<file path="src/rtl/bscf_pkg.sv">
// Shared constants, types and helpers for the bitmap set/clear/find engine.
`timescale 1ns / 1ps
`default_nettype none

package bscf_pkg;

  localparam int MAP_BITS  = 4096;
  localparam int WORD_BITS = 32;
  localparam int NUM_WORDS = (MAP_BITS + WORD_BITS - 1) / WORD_BITS;

  localparam int KIND_W  = 3;
  localparam int POS_W   = 12;
  localparam int LIMIT_W = 13;
  localparam int BIT_W   = $clog2(WORD_BITS);
  localparam int WORD_W  = $clog2(NUM_WORDS);
  localparam int LWORD_W = LIMIT_W - BIT_W;

  localparam int PADDR_W = 3;
  localparam int PDATA_W = 32;

  localparam logic [KIND_W-1:0] KIND_SET        = 3'd0;
  localparam logic [KIND_W-1:0] KIND_CLEAR      = 3'd1;
  localparam logic [KIND_W-1:0] KIND_TEST       = 3'd2;
  localparam logic [KIND_W-1:0] KIND_FIND_SET   = 3'd3;
  localparam logic [KIND_W-1:0] KIND_FIND_CLEAR = 3'd4;

  localparam logic [PADDR_W-3:0] REG_BITS_IN_USE = 1'b0;

  localparam logic [LIMIT_W-1:0] BITS_IN_USE_RESET = 13'd4096;
  localparam logic [LIMIT_W-1:0] MAP_LIMIT         = LIMIT_W'(MAP_BITS);

  typedef logic [WORD_BITS-1:0] word_t;

  // index of the lowest set bit; zero when the word is empty
  function automatic logic [BIT_W-1:0] lowest_set(input word_t w);
    logic [BIT_W-1:0] idx;
    idx = '0;
    for (int i = WORD_BITS - 1; i >= 0; i--) begin
      if (w[i]) idx = BIT_W'(i);
    end
    return idx;
  endfunction

endpackage

`default_nettype wire

</file>
<file path="src/rtl/bscf_cfg.sv">
// APB register block holding the search limit.
`timescale 1ns / 1ps
`default_nettype none

module bscf_cfg import bscf_pkg::*; (
  input  wire logic               clk,
  input  wire logic               rst,
  input  wire logic               psel,
  input  wire logic               penable,
  input  wire logic               pwrite,
  input  wire logic [PADDR_W-1:0] paddr,
  input  wire logic [PDATA_W-1:0] pwdata,
  output logic      [PDATA_W-1:0] prdata,
  output logic                    pready,
  output logic      [LIMIT_W-1:0] limit
);

  logic [LIMIT_W-1:0]   bits_in_use;
  logic [PADDR_W-3:0]   reg_idx;
  logic                 wr_en;

  assign reg_idx = paddr[PADDR_W-1:2];
  assign wr_en   = psel && penable && pwrite && (reg_idx == REG_BITS_IN_USE);
  assign pready  = 1'b1;

  always_ff @(posedge clk) begin
    if (rst) begin
      bits_in_use <= BITS_IN_USE_RESET;
    end else if (wr_en) begin
      bits_in_use <= pwdata[LIMIT_W-1:0];
    end
  end

  assign prdata = (reg_idx == REG_BITS_IN_USE) ?
                  {{(PDATA_W-LIMIT_W){1'b0}}, bits_in_use} : '0;

  // saturate to the map size
  assign limit = (bits_in_use > MAP_LIMIT) ? MAP_LIMIT : bits_in_use;

endmodule

`default_nettype wire

</file>
<file path="config.mk">
export PLATFORM = sky130hd
export DESIGN_NAME = bscf_cfg
export DESIGN_NICKNAME = d
export VERILOG_FILES = /design/src/rtl/bscf_pkg.sv /design/src/rtl/bscf_cfg.sv
export SDC_FILE = /design/constraint.sdc
export NUM_CORES = 1
export LEC_CHECK = 0
export ABC_CLOCK_PERIOD_IN_PS = 1050
export BUFFER_PORTS_ARGS = -buffer_cell sky130_fd_sc_hd__buf_2
export CAP_MARGIN = 10
export CELL_PAD_IN_SITES_DETAIL_PLACEMENT = 1
export CELL_PAD_IN_SITES_GLOBAL_PLACEMENT = 1
export CORE_MARGIN = 1
export CORE_UTILIZATION = 21
export DETAILED_ROUTE_END_ITERATION = 12
export GPL_TIMING_DRIVEN = 0
export PLACE_DENSITY = 0.81
export SLEW_MARGIN = 0
export SYNTH_ARGS = -nofsm -noshare
export SYNTH_HDL_FRONTEND = slang
export SYNTH_SLANG_ARGS = --single-unit
</file>
<file path="constraint.sdc">
create_clock -name clk -period 1.05 [get_ports clk]
set_clock_uncertainty 0.2 [all_clocks]
set_input_delay 0.105 -clock clk [delete_from_list [all_inputs] [get_ports clk]]
set_output_delay 0.105 -clock clk [all_outputs]
set_load 0.05 [all_outputs]
</file>
[Word level (Yosys, flattened, before mapping)]
Cells that the tools add are included.
Cells by class
  order comparisons: 1
  multiplexer cells: 2
  bitwise operators: 1
  reduce and logical (&&, ||, !) cells: 3
Operators by type and width (count)
  $mux 13: 2
  $gt 13x13->1 const B: 1
  $logic_and 1x1->1: 3
  $not 1->1: 1
Word-level totals
  register bits: 13
  bits of input ports: 40
  output and inout port bits: 46
  logic and storage cells: 8

[Depth between registers and ports, before layout]
Gate-level depths: netlist of run 1.
  depth after elaboration: 3
  mapped depth: 4
  gate-level depth less buffers: 2

[Worst setup path after synthesis of run 1]
OpenSTA, ideal clock, no wires.
  path kind: reg2out
  start: register bits_in_use[12]
  end: output port limit[0]
  arrival: 1.237 ns
  data required time: 0.745 ns
  setup slack: -0.492 ns
  cell stages (with the launch flop): 3
  path buffers: 1
  path through: dfxtp_1 -> clkbuf_1 -> nor2b_1
On the way
  word-level cells in the longest chain between the ends: 2
Ends and longest elaborated chain
  start: declaration: line bscf_cfg.sv:18  | logic [LIMIT_W-1:0] bits_in_use;
  start signal: assignment: line bscf_cfg.sv:30  | bits_in_use <= pwdata[LIMIT_W-1:0];
  $gt 13x13->1: line bscf_cfg.sv:38  | assign limit = (bits_in_use > MAP_LIMIT) ? MAP_LIMIT : bits_in_use;
  $mux 13: line bscf_cfg.sv:38
  end: declaration: line bscf_cfg.sv:15  | output logic [LIMIT_W-1:0] limit
Every way passes these cells.

[Worst setup path after layout of run 1]
  start: register bits_in_use[12]
  end: output port prdata[12]
On the way
  word-level cells in the longest chain between the ends: 1
Ends and longest elaborated chain
  $mux 13: line bscf_cfg.sv:34  | assign prdata = (reg_idx == REG_BITS_IN_USE) ?
  end: declaration: line bscf_cfg.sv:13  | output logic [PDATA_W-1:0] prdata,
Every way passes these cells.

==> results.md, run 1 <==
- F_max: 0.716 GHz
- Yosys cell types: 12
- CP Cell Sequence: clkbuf_16, and2b_4, buf_8
- Latest clock arrival within the worst-skew pair: between 0.2 and 0.25 ns
- TritonRoute pass-1 iters: 4
- Worst hold slack: between 0.04 and 0.05 ns
- Clock transition at path regs: 0.06 ns
- Post-DP HPWL: 1900 um
- Syn Area/Cell: 8.69 sq um
- RSZ-0062 raised after global routing: true
- Reg2reg path depth: 3
- Via count: between 900 and 1000
- Largest regs: bits_in_use x13
- CP Class: reg -> out
- Post-DR wirelength/cell: approximately 12 um
- Die height: 68.5 um
- Crit path DAT: about 1.1 ns
- Layout cells sized above 1: 61.6%
- Drt drc: 0
- Critical-path maximum fanout: 5
- Synth Instances: 107
- Starting Density: 22.6%
- Worst IR drop on VDD: 351 uV
- MaxCap Viol Count: 0
- Clock sinks: 13
- Total Power: 0.00146 W
- Initial antenna violation count: 0
- Inserted Clock Buffers: 3
- H-tree levels: 1
- Tmin final: 1.40 ns
- Hold Vio Cnt, Final: 0
- Total global routing overflow: 0
- Die Area: 4700 sq um
- Non-Filler Instances: roughly 250
- Vias in the first global route: 920
- Reg2reg setup slack: -0.01 ns
- Yosys reg bits: 13
- Max-slew violations: 0
- Filler Cell Count: 472
- Max FFs per register: 13
- Detailed Route Iter0 Violations: 11
- Synth warnings: 0
- Slowest Stage Delay on Critical Path: 0.36 ns
- Final setup violation count: 27
- Leak pwr: 0.848 nW
- Final Cycle Share: 133%
- GRT Total Usage: 13.8%
- FP Rows: 23
- Worst setup SP type: register
- Slowest cell on the critical path: dfxtp_4
- First-pass GRT wire length: 4490 um
- Worst Hold Path Cells: 3
- Placer Congestion: 0.617
- Cell family with most CP delay: flip-flops
- CTS tree: built
- Routed Antenna Nets: 0
- Num ports: 86
- Worst Hold Launch: rst
- Total Wirelength: a little over 3000 um
- Final setup margin: -0.346 ns
- Final #Nets: 239
- Worst path required time: 0.74 ns
- Area delta synth->final: 113%
- Biggest register: bits_in_use
- Outcome: finished with violations
- Inst Count DP: 219
- R2r endpoint: bits_in_use[12]
- Largest net degree at the start of global routing: 11
- Instance count on the critical path: 3
- DIE WIDTH: 68.5 um
- IO Port Bufs: 44
- Vias per cell: just under 4
- Crit. End Element: output port
- Reg-to-reg startpoint: bits_in_use[12]
- Setup TNS after final layout: -5.81 ns
- Sequential share of the synthesized area: 28.0%
- Hold/Removal Path Class: in -> reg
- CTS root buffer: clkbuf_8
- Final Util: 48.2%
- Post-synth design cell area: 930 sq um
- Clock tree buffer depth: 2
- Core region area: 4120 sq um
- Ant diodes: 0
- Power Density: 735 nW/um^2
- Hold endpoint: bits_in_use[2]
- Failing checks: negative setup slack
- Buf+Inv Stages, Crit Path: 2
cell usage after synthesis, drive strengths merged:
| master | n | area share [%] |
|---|---|---|
| nand2b | 24 | 16 |
| buf | 22 | 20 |
| nor2b | 22 | 15 |
| dfxtp | 13 | 28 |
| mux2i | 13 | 14 |
| clkbuf | 5 | 2.0 |
| and2b | 3 | 2.8 |
| conb | 2 | 0.81 |
| nor2 | 2 | 0.81 |
| and4b | 1 | 1.1 |
layer usage:
layer / vias to the layer above / track usage (%) / routed length [um]
met5: - / 0 / 0
met4: 0 / 4.69 / 29
met3: 4 / 3.62 / 176
met2: 40 / 25.6 / 1620
met1: 440 / 15.0 / 1200
li1: 471 / - / -
logic make-up (layout without fill, tap and decap cells):
| logic type | after synthesis | count (layout) | share of synthesized area, % |
|---|---|---|---|
| DFF | 13 | 13 | 28.0 |
| and+or+nand+nor | 52 | 52 | 35.7 |
| other | 2 | 20 | 0.808 |
| buffers and inverters | 27 | 100 | 21.5 |
| muxes | 13 | 13 | 14.0 |
repair_timing:
| action | CTS | global route |
|---|---|---|
| cloned | 1 | 0 |
| hold buffers | 13 | 0 |
| gates resized for setup | 77 | 18 |
| buffers inserted | 6 | 5 |
| hold endpoints to repair | 13 | 0 |
| endpoints found under the setup margin | 27 | 27 |
area by class of cell:
class	instances	area, sq um	area share, %
multi-input cells	85	703	35.5
repair buffers	69	666	33.6
flip-flops and latches	13	279	14.1
plain buffers	27	226	11.4
well taps	50	62.6	3.16
clock buffers	4	45.0	2.27
cell usage in the layout (no fill, tap or decap):
master / Yosys / routed
clkbuf_16: 0 / 1
clkbuf_8: 0 / 4
buf_8: 0 / 15
buf_6: 1 / 12
clkbuf_1: 5 / 3
conb_1: 2 / 20
nor2_1: 2 / 2
clkbuf_4: 0 / 1
dfxtp_4: 0 / 1
buf_2: 0 / 18
clkbuf_2: 0 / 1
and2b_2: 3 / 2
dfxtp_2: 0 / 12
and4b_1: 1 / 1
dlygate4sd3_1: 0 / 13
nand2b_1: 24 / 24
and2b_4: 0 / 1
buf_4: 20 / 31
buf_12: 1 / 1
mux2i_1: 13 / 13
nor2b_4: 0 / 22
worst register-to-register path, stage by stage, from the launching register on:
cell	delay, ns
dfxtp_4	0.36
clkbuf_8	0.18
nor2_1	0.12
mux2i_1	0.08
how the worst max path moves through the flow:
stage	start	to	slack, ns
final	bits_in_use[12]	prdata[12]	-0.35
after global routing	bits_in_use[12]	prdata[12]	-0.39
after CTS	bits_in_use[12]	prdata[12]	-0.36
after detailed placement	paddr[2]	prdata[8]	-0.47
after global placement	paddr[2]	prdata[10]	-0.44
after floorplan	paddr[2]	prdata[10]	-0.11
per-stage QoR:
step | instance area, sq um | worst slack, ns
after floorplan | 1120 | -0.108
final | 1980 | -0.346
after CTS | 1870 | -0.364
after detailed placement | 1400 | -0.473
after global placement | 1400 | -0.435
after global routing | 1980 | -0.387
power by group:
group          switching (W)  total [W]  internal (W)  leakage [nW]
Combinational       0.000288   0.000494      0.000205         0.714
Sequential        0.00000990   0.000514      0.000505         0.111
Clock               0.000181   0.000449      0.000268        0.0228
No activity file was read; power rests on OpenSTA's default activity.
==> inputs of run 2 (changes only) <==
--- a/config.mk
+++ b/config.mk
@@ -5,13 +5,14 @@
 export SDC_FILE = /design/constraint.sdc
 export NUM_CORES = 1
 export LEC_CHECK = 0
+export ABC_AREA = 1
 export ABC_CLOCK_PERIOD_IN_PS = 1050
 export BUFFER_PORTS_ARGS = -buffer_cell sky130_fd_sc_hd__buf_2
 export CAP_MARGIN = 10
 export CELL_PAD_IN_SITES_DETAIL_PLACEMENT = 1
 export CELL_PAD_IN_SITES_GLOBAL_PLACEMENT = 1
 export CORE_MARGIN = 1
-export CORE_UTILIZATION = 21
+export CORE_UTILIZATION = 20
 export DETAILED_ROUTE_END_ITERATION = 12
 export GPL_TIMING_DRIVEN = 0
 export PLACE_DENSITY = 0.81
==> run 2 against run 1 <==
Effect of this change:
- the run still ends with negative setup slack left
- wire length increased by 7.2%
- via count increased by 12%
- core utilization decreased by 2.2 points
- critical path type unchanged
==> results.md, run 2 <==
- FP Rows: 24 (+4.3%)
- Tmin final: 1.79 ns (+0.393 ns)
- Max-slew headroom: 65.3%
- CP Class: reg -> out
- Switching power: 0.000717 W (+50%)
- Largest net degree at the start of global routing: 11 (unchanged)
- Total Wirelength: 3240 um (+7.2%)
- Worst Hold Launch: penable
- Via count: 1066 (+12%)
- Most common cell in the synthesized netlist: nor2_1
- Final Util: 46.0% (-2.2 points)
- IO Port Bufs: 44 (unchanged)
- Commonest cells after routing, fill and taps aside: nor2_1, buf_6, buf_4
- Die height: 69.5 um (+1.5%)
- Synth Instances: 134 (+25%)
- Inst Count DP: 248 (+13%)
- Non-Filler Instances: 275 (+11%)
- Hold/Removal Path Class: in -> reg
- Layout cells sized above 1: 63.7% (+2.1 points)
- Vias in the first global route: 1072 (+17%)
- Worst path required time: 0.74 ns (about the same)
- Share of power burned in registers: 28.8% (-6.5 points)
- Total global routing overflow: 0 (unchanged)
- Worst setup SP type: register
- Post-DP HPWL: 2050 um (+7.9%)
- Routed Antenna Nets: 0 (unchanged)
- Core region area: 4350 sq um (+5.8%)
- Final setup violation count: 26 (-3.7%)
- H-tree levels: 1 (unchanged)
- Ys async rst share: 0% (unchanged)
- Ant diodes: 0 (unchanged)
- GRT Total Usage: 12.8% (-1.0 points)
- Die Area: 4830 sq um (+2.9%)
- Final setup margin: -0.739 ns (-0.393 ns)
- Inserted Clock Buffers: 3 (unchanged)
- MaxCap Viol Count: 0 (unchanged)
- Sw frac: 38.9% (+6.0 points)
- Design Area, Final: 2000 sq um (+1.0%)
- Final Cycle Share: 170% (+37 points)
- Top_reg_cell synth: dfxtp_1
- Sequential share of the synthesized area: 28.5% (+0.54 points)
- Post-DR wirelength/cell: 11.8 um (-3.3%)
- Placer Congestion: 0.706 (+14%)
- Synth top area cells: dfxtp_1, buf_4, nor2_1, a21oi_2, o21ai_1
- Reg-to-reg startpoint: bits_in_use[6]
- Failing checks: negative setup slack
- RSZ-0062 raised after global routing: true
- F_max: 0.559 GHz (-22%)
- Area delta synth->final: 119%
- Combinational share of power: 47.8% (+14 points)
- Drt drc: 0 (unchanged)
- Worst Tran Pin Value: 0.521 ns
- TritonRoute pass-1 iters: 2 (-2)
- Clock network power share: 23.4% (-7.4 points)
- DIE WIDTH: 69.5 um (+1.5%)
- Clock sinks: 13 (unchanged)
- Critical-path maximum fanout: 5 (unchanged)
- Reg2reg setup slack: 0.11 ns (+0.12 ns)
- Syn Area/Cell: 6.81 sq um (-22%)
- Crit. End Element: output port
- Clock transition at path regs: 0.06 ns (about the same)
- Worst IR drop on VDD: 416 uV (+19%)
- Critical Path Start: bits_in_use[6]
- Commonest non-fill, non-tap cell in the layout: nor2_1
- Detailed Route Iter0 Violations: 9 (-2)
- Crit path DAT: 1.48 ns (+0.39 ns)
- Starting Density: 20.9% (-1.6 points)
- Hold Vio Cnt, Final: 0 (unchanged)
- Synth top area share: 28.5% (+0.54 points)
- CTS root buffer: clkbuf_8
- Setup TNS after final layout: -11.11 ns (-5.30 ns)
- Latest clock arrival within the worst-skew pair: 0.23 ns (about the same)
- Yosys top cell by area: dfxtp_1
- Outcome: finished with violations
- Max FFs per register: 13 (unchanged)
- Cell Area, Placed: 1420 sq um (+1.5%)
- Initial antenna violation count: 0 (unchanged)
- Yosys reg bits: 13 (unchanged)
- Leak pwr: 0.894 nW (+5.5%)
- First-pass GRT wire length: 4910 um (+9.4%)
- Vias per cell: 3.88 (+0.66%)
- Final #Nets: 264 (+10%)
- CTS tree: built
- Post-synth design cell area: 912 sq um (-1.9%)
- Largest regs: bits_in_use x13
- Biggest register: bits_in_use
- Synth warnings: 0 (unchanged)
- Post-synth EDFFs: 0 (unchanged)
- Clock tree buffer depth: 2 (unchanged)
- Max-slew violations: 0 (unchanged)
- Pint: 0.00112 W (+15%)
- Power Density: 920 nW/um^2 (+25%)
- Yosys cell types: 21 (+9)
- Num ports: 86 (unchanged)
- Post-synth top cells: nor2_1, buf_4, dfxtp_1
-- run 2: cell families (layout without fill, tap and decap cells) --
kind of cell           Yosys count  in the layout  synth area share (%)
AOI/OAI and AO/OA               25             25                  18.9
buffers and inverters           42            113                  27.8
and+or+nand+nor                 52             52                  23.9
DFF                             13             13                  28.5
other                            2             20                 0.823
-- run 2: path summary, 6_finish.rpt --
check	to	cells past startpoint
setup / recovery	limit[7]	7
hold / removal	bits_in_use[10]	4
setup reg to reg	bits_in_use[6]	3
hold reg to reg	bits_in_use[7]	2
-- run 2: cell type report --
class	instances	area [sq um]
fillers	511	2350
multi-input cells	97	663
flip-flops and latches	13	279
plain buffers	27	214
clock buffers	4	45.0
well taps	52	65.1
inverters	15	71.3
repair buffers	67	664
-- run 2: power by group through the flow --
stage                     Sequential (W)  Clock (W)  Combinational [W]
after floorplan                 0.000532          0           0.000561
after global placement          0.000534          0           0.000648
after detailed placement        0.000535          0           0.000657
after CTS                       0.000526   0.000436           0.000840
after global routing            0.000532   0.000463           0.000918
final                           0.000530   0.000431           0.000880
-- run 2: layer usage --
layer	wire [um]	share of wire (%)	up-vias	global-route usage [%]
li1	-	-	551	-
met1	1210	37	474	12.8
met2	1850	57	39	25.4
met3	143	4.4	2	1.74
met4	40	1.2	0	6.12
met5	0	0	-	0
-- run 2: timing repair --
action,4_1_cts,5_1_grt
hold buffers,14,0
endpoints found under the setup margin,26,31
pin swaps,9,6
resized for setup,92,21
hold endpoints to repair,13,0
cloned,1,0
setup buffers,7,3
-- run 2: stage by stage --
step                hold slack (ns)  total power (W)  setup WS, ns
finish                       0.0577          0.00184        -0.739
floorplan                    0.0352          0.00109        -0.415
global placement              0.137          0.00118        -0.547
CTS                          0.0745          0.00180        -0.687
detailed placement            0.152          0.00119        -0.557
global route                 0.0734          0.00191        -0.814
-- run 2: critical path, stage by stage (launching register included) --
cell,delay (ns)
dfxtp_2,0.33
inv_2,0.08
nand2_1,0.08
nor2_2,0.17
nand2_4,0.11
buf_16,0.16
a21oi_4,0.13
buf_6,0.18
==> inputs of run 3 (changes only) <==
--- a/config.mk
+++ b/config.mk
@@ -16,6 +16,7 @@
 export DETAILED_ROUTE_END_ITERATION = 12
 export GPL_TIMING_DRIVEN = 0
 export PLACE_DENSITY = 0.81
+export SETUP_SLACK_MARGIN = 0.15
 export SLEW_MARGIN = 0
 export SYNTH_ARGS = -nofsm -noshare
 export SYNTH_HDL_FRONTEND = slang
==> run 3 against run 2 <==
Effect of this change:
- the run ends with negative hold slack, negative setup slack left
- design area decreased by 2.1%
- maximum frequency fell by 3.1%
- final cell count decreased by 2.2%
- clock power rose by 5.3%
- global-route usage shrank 0.26 points
- core utilization shrank 0.98 points
- power grew 1.6%
- count of clock-buffer cells in the layout is the same
- worst setup slack got worse by 0.058 ns
- wire length up 14%
- via count rose by 3.4%
- first-iteration DRC count rose to 4.7 times the previous value
==> results.md, run 3 (same netlist as run 2, synthesis figures left out) <==
- Outcome: finished with violations
- Failing checks: negative hold slack, negative setup slack
- Crit. End Element: output port
- Largest net degree at the start of global routing: 11 (unchanged)
- Inst Count DP: 248 (unchanged)
- Ant diodes: 0 (unchanged)
- Area delta synth->final: 115%
- Latest clock arrival within the worst-skew pair: 0.24 ns (about the same)
- Sw frac: 40.2% (+1.3 points)
- IO Port Bufs: 44 (unchanged)
- Design Area, Final: 1960 sq um (-2.1%)
- Max-slew headroom: 63.7% (-1.5 points)
- H-tree levels: 1 (unchanged)
- Via count: 1102 (+3.4%)
- Switching power: 0.000751 W (+4.9%)
- Total Wirelength: 3700 um (+14%)
- Clock network power share: 24.3% (+0.9 points)
- Worst setup SP type: register
- Vias per cell: 4.10 (+5.7%)
- Largest regs: bits_in_use x13
- Worst path required time: 0.74 ns (about the same)
- Final setup violation count: 26 (unchanged)
- MaxCap Viol Count: 0 (unchanged)
- Detailed Route Iter0 Violations: 42 (+33)
- FP Rows: 24 (unchanged)
- Hold Vio Cnt, Final: 13 (+13)
- RSZ-0062 raised after global routing: true
- Biggest register: bits_in_use
- Critical-path maximum fanout: 4 (-1)
- Crit path DAT: 1.54 ns (+0.06 ns)
- CTS root buffer: clkbuf_8
- Vias in the first global route: 1069 (-0.28%)
- Final setup margin: -0.797 ns (-0.0578 ns)
- Filler Cell Count: 525 (+2.7%)
- Commonest cells after routing, fill and taps aside: buf_6, buf_4, nor2_1
- Setup TNS after final layout: -12.08 ns (-0.968 ns)
- Share of power burned in registers: 28.4% (-0.4 points)
- Hold/Removal Path Class: in -> reg
- Post-DP HPWL: 2200 um (+7.2%)
- Worst IR drop on VDD: 363 uV (-13%)
- Leak pwr: 0.880 nW (-1.6%)
- Inserted Clock Buffers: 3 (unchanged)
- Final Cycle Share: 176% (+5.5 points)
- Worst hold slack: -0.113 ns (-0.171 ns)
- Num ports: 86 (unchanged)
- Clock tree buffer depth: 2 (unchanged)
- Max FFs per register: 13 (unchanged)
- Die height: 69.5 um (unchanged)
- Routed Antenna Nets: 0 (unchanged)
- Clock transition at path regs: 0.06 ns (about the same)
- Initial antenna violation count: 0 (unchanged)
- Total global routing overflow: 0 (unchanged)
- Final Util: 45.0% (-0.98 points)
- Drt drc: 0 (unchanged)
- F_max: 0.541 GHz (-3.1%)
- DIE WIDTH: 69.5 um (unchanged)
- CTS tree: built
- Placer Congestion: 0.700 (-0.77%)
- Core region area: 4350 sq um (unchanged)
- CP Class: reg -> out
- Combinational share of power: 47.3% (-0.5 points)
- Worst Tran Pin Value: 0.544 ns (+0.0232 ns)
- Non-Filler Instances: 269 (-2.2%)
- Final #Nets: 258 (-2.3%)
- TritonRoute pass-1 iters: 3 (+1)
- Layout cells sized above 1: 71.0% (+7.3 points)
- First-pass GRT wire length: 4840 um (-1.5%)
- Starting Density: 20.9% (unchanged)
- GRT Total Usage: 12.5% (-0.26 points)
- Commonest non-fill, non-tap cell in the layout: buf_6
- Cell Area, Placed: 1450 sq um (+2.1%)
- Max-slew violations: 0 (unchanged)
- Pint: 0.00112 W (-0.55%)
- Post-DR wirelength/cell: 13.8 um (+17%)
- Die Area: 4830 sq um (unchanged)
- Clock sinks: 13 (unchanged)
- Power Density: 954 nW/um^2 (+3.8%)
- Tmin final: 1.85 ns (+0.0578 ns)
[run 3: cell count changes in the layout (fill, tap and decap cells not counted), sizes merged]
| cell | delta |
|---|---|
| clkbuf | -1 |
| buf | +9 |
| dlygate4sd3 | -13 |
| dlymetal6s4s | -1 |
[run 3: path summary, 6_finish.rpt]
kind / startpoint / endpoint / slack (ns) / depth (start not counted)
max: bits_in_use[4] / limit[5] / -0.80 / 7
min reg2reg: bits_in_use[0] / bits_in_use[0] / 0.30 / 2
min: pwdata[12] / bits_in_use[12] / -0.11 / 3
max reg2reg: bits_in_use[6] / bits_in_use[6] / 0.08 / 4
[run 3: cell type report]
type,instances,area [sq um],share of cell area (%)
multi-input combinational,97,677,34.5
sequential,13,279,14.2
inverter,15,71.3,3.64
tap,52,65.1,3.32
clock buffer,4,45.0,2.30
buffer,27,229,11.7
timing repair buffer,61,593,30.3
[run 3: what timing repair did]
| action | 4_1_cts | 5_1_grt |
|---|---|---|
| pin swaps | 4 | 16 |
| endpoints found under the setup margin | 26 | 37 |
| hold endpoints to repair | 13 | 13 |
| gates cloned | 1 | 1 |
| buffers inserted | 7 | 8 |
| resized for setup | 72 | 31 |
[run 3: per-stage QoR]
stage	power, W	hold WS [ns]	setup WS (ns)
floorplan	0.00110	0.0345	-0.415
global placement	0.00119	0.140	-0.534
detailed placement	0.00121	0.144	-0.569
CTS	0.00180	-0.109	-0.703
global route	0.00195	-0.0909	-0.873
finish	0.00187	-0.113	-0.797
[run 3: power groups by stage]
| stage | sequential, W | combinational (W) | clock, W |
|---|---|---|---|
| after global placement | 0.000538 | 0.000655 | 0 |
| final | 0.000531 | 0.000884 | 0.000454 |
| after detailed placement | 0.000539 | 0.000666 | 0 |
| after global routing | 0.000533 | 0.000923 | 0.000489 |
| after floorplan | 0.000535 | 0.000567 | 0 |
| after CTS | 0.000528 | 0.000819 | 0.000452 |
[run 3: layer usage]
metal | part of all wire [%] | vias up | track usage [%]
met4 | 1.5 | 0 | 5.44
met3 | 5.6 | 5 | 2.76
met2 | 57 | 43 | 25.2
li1 | - | 536 | -
met1 | 36 | 518 | 11.8
met5 | 0 | - | 0
[run 3: worst max-delay path, cell delays in order (launching register included)]
cell,delay [ns]
dfxtp_2,0.34
nor2_1,0.13
nand2_1,0.09
nor2_2,0.13
nand2_4,0.11
buf_4,0.15
a21oi_2,0.16
buf_6,0.18
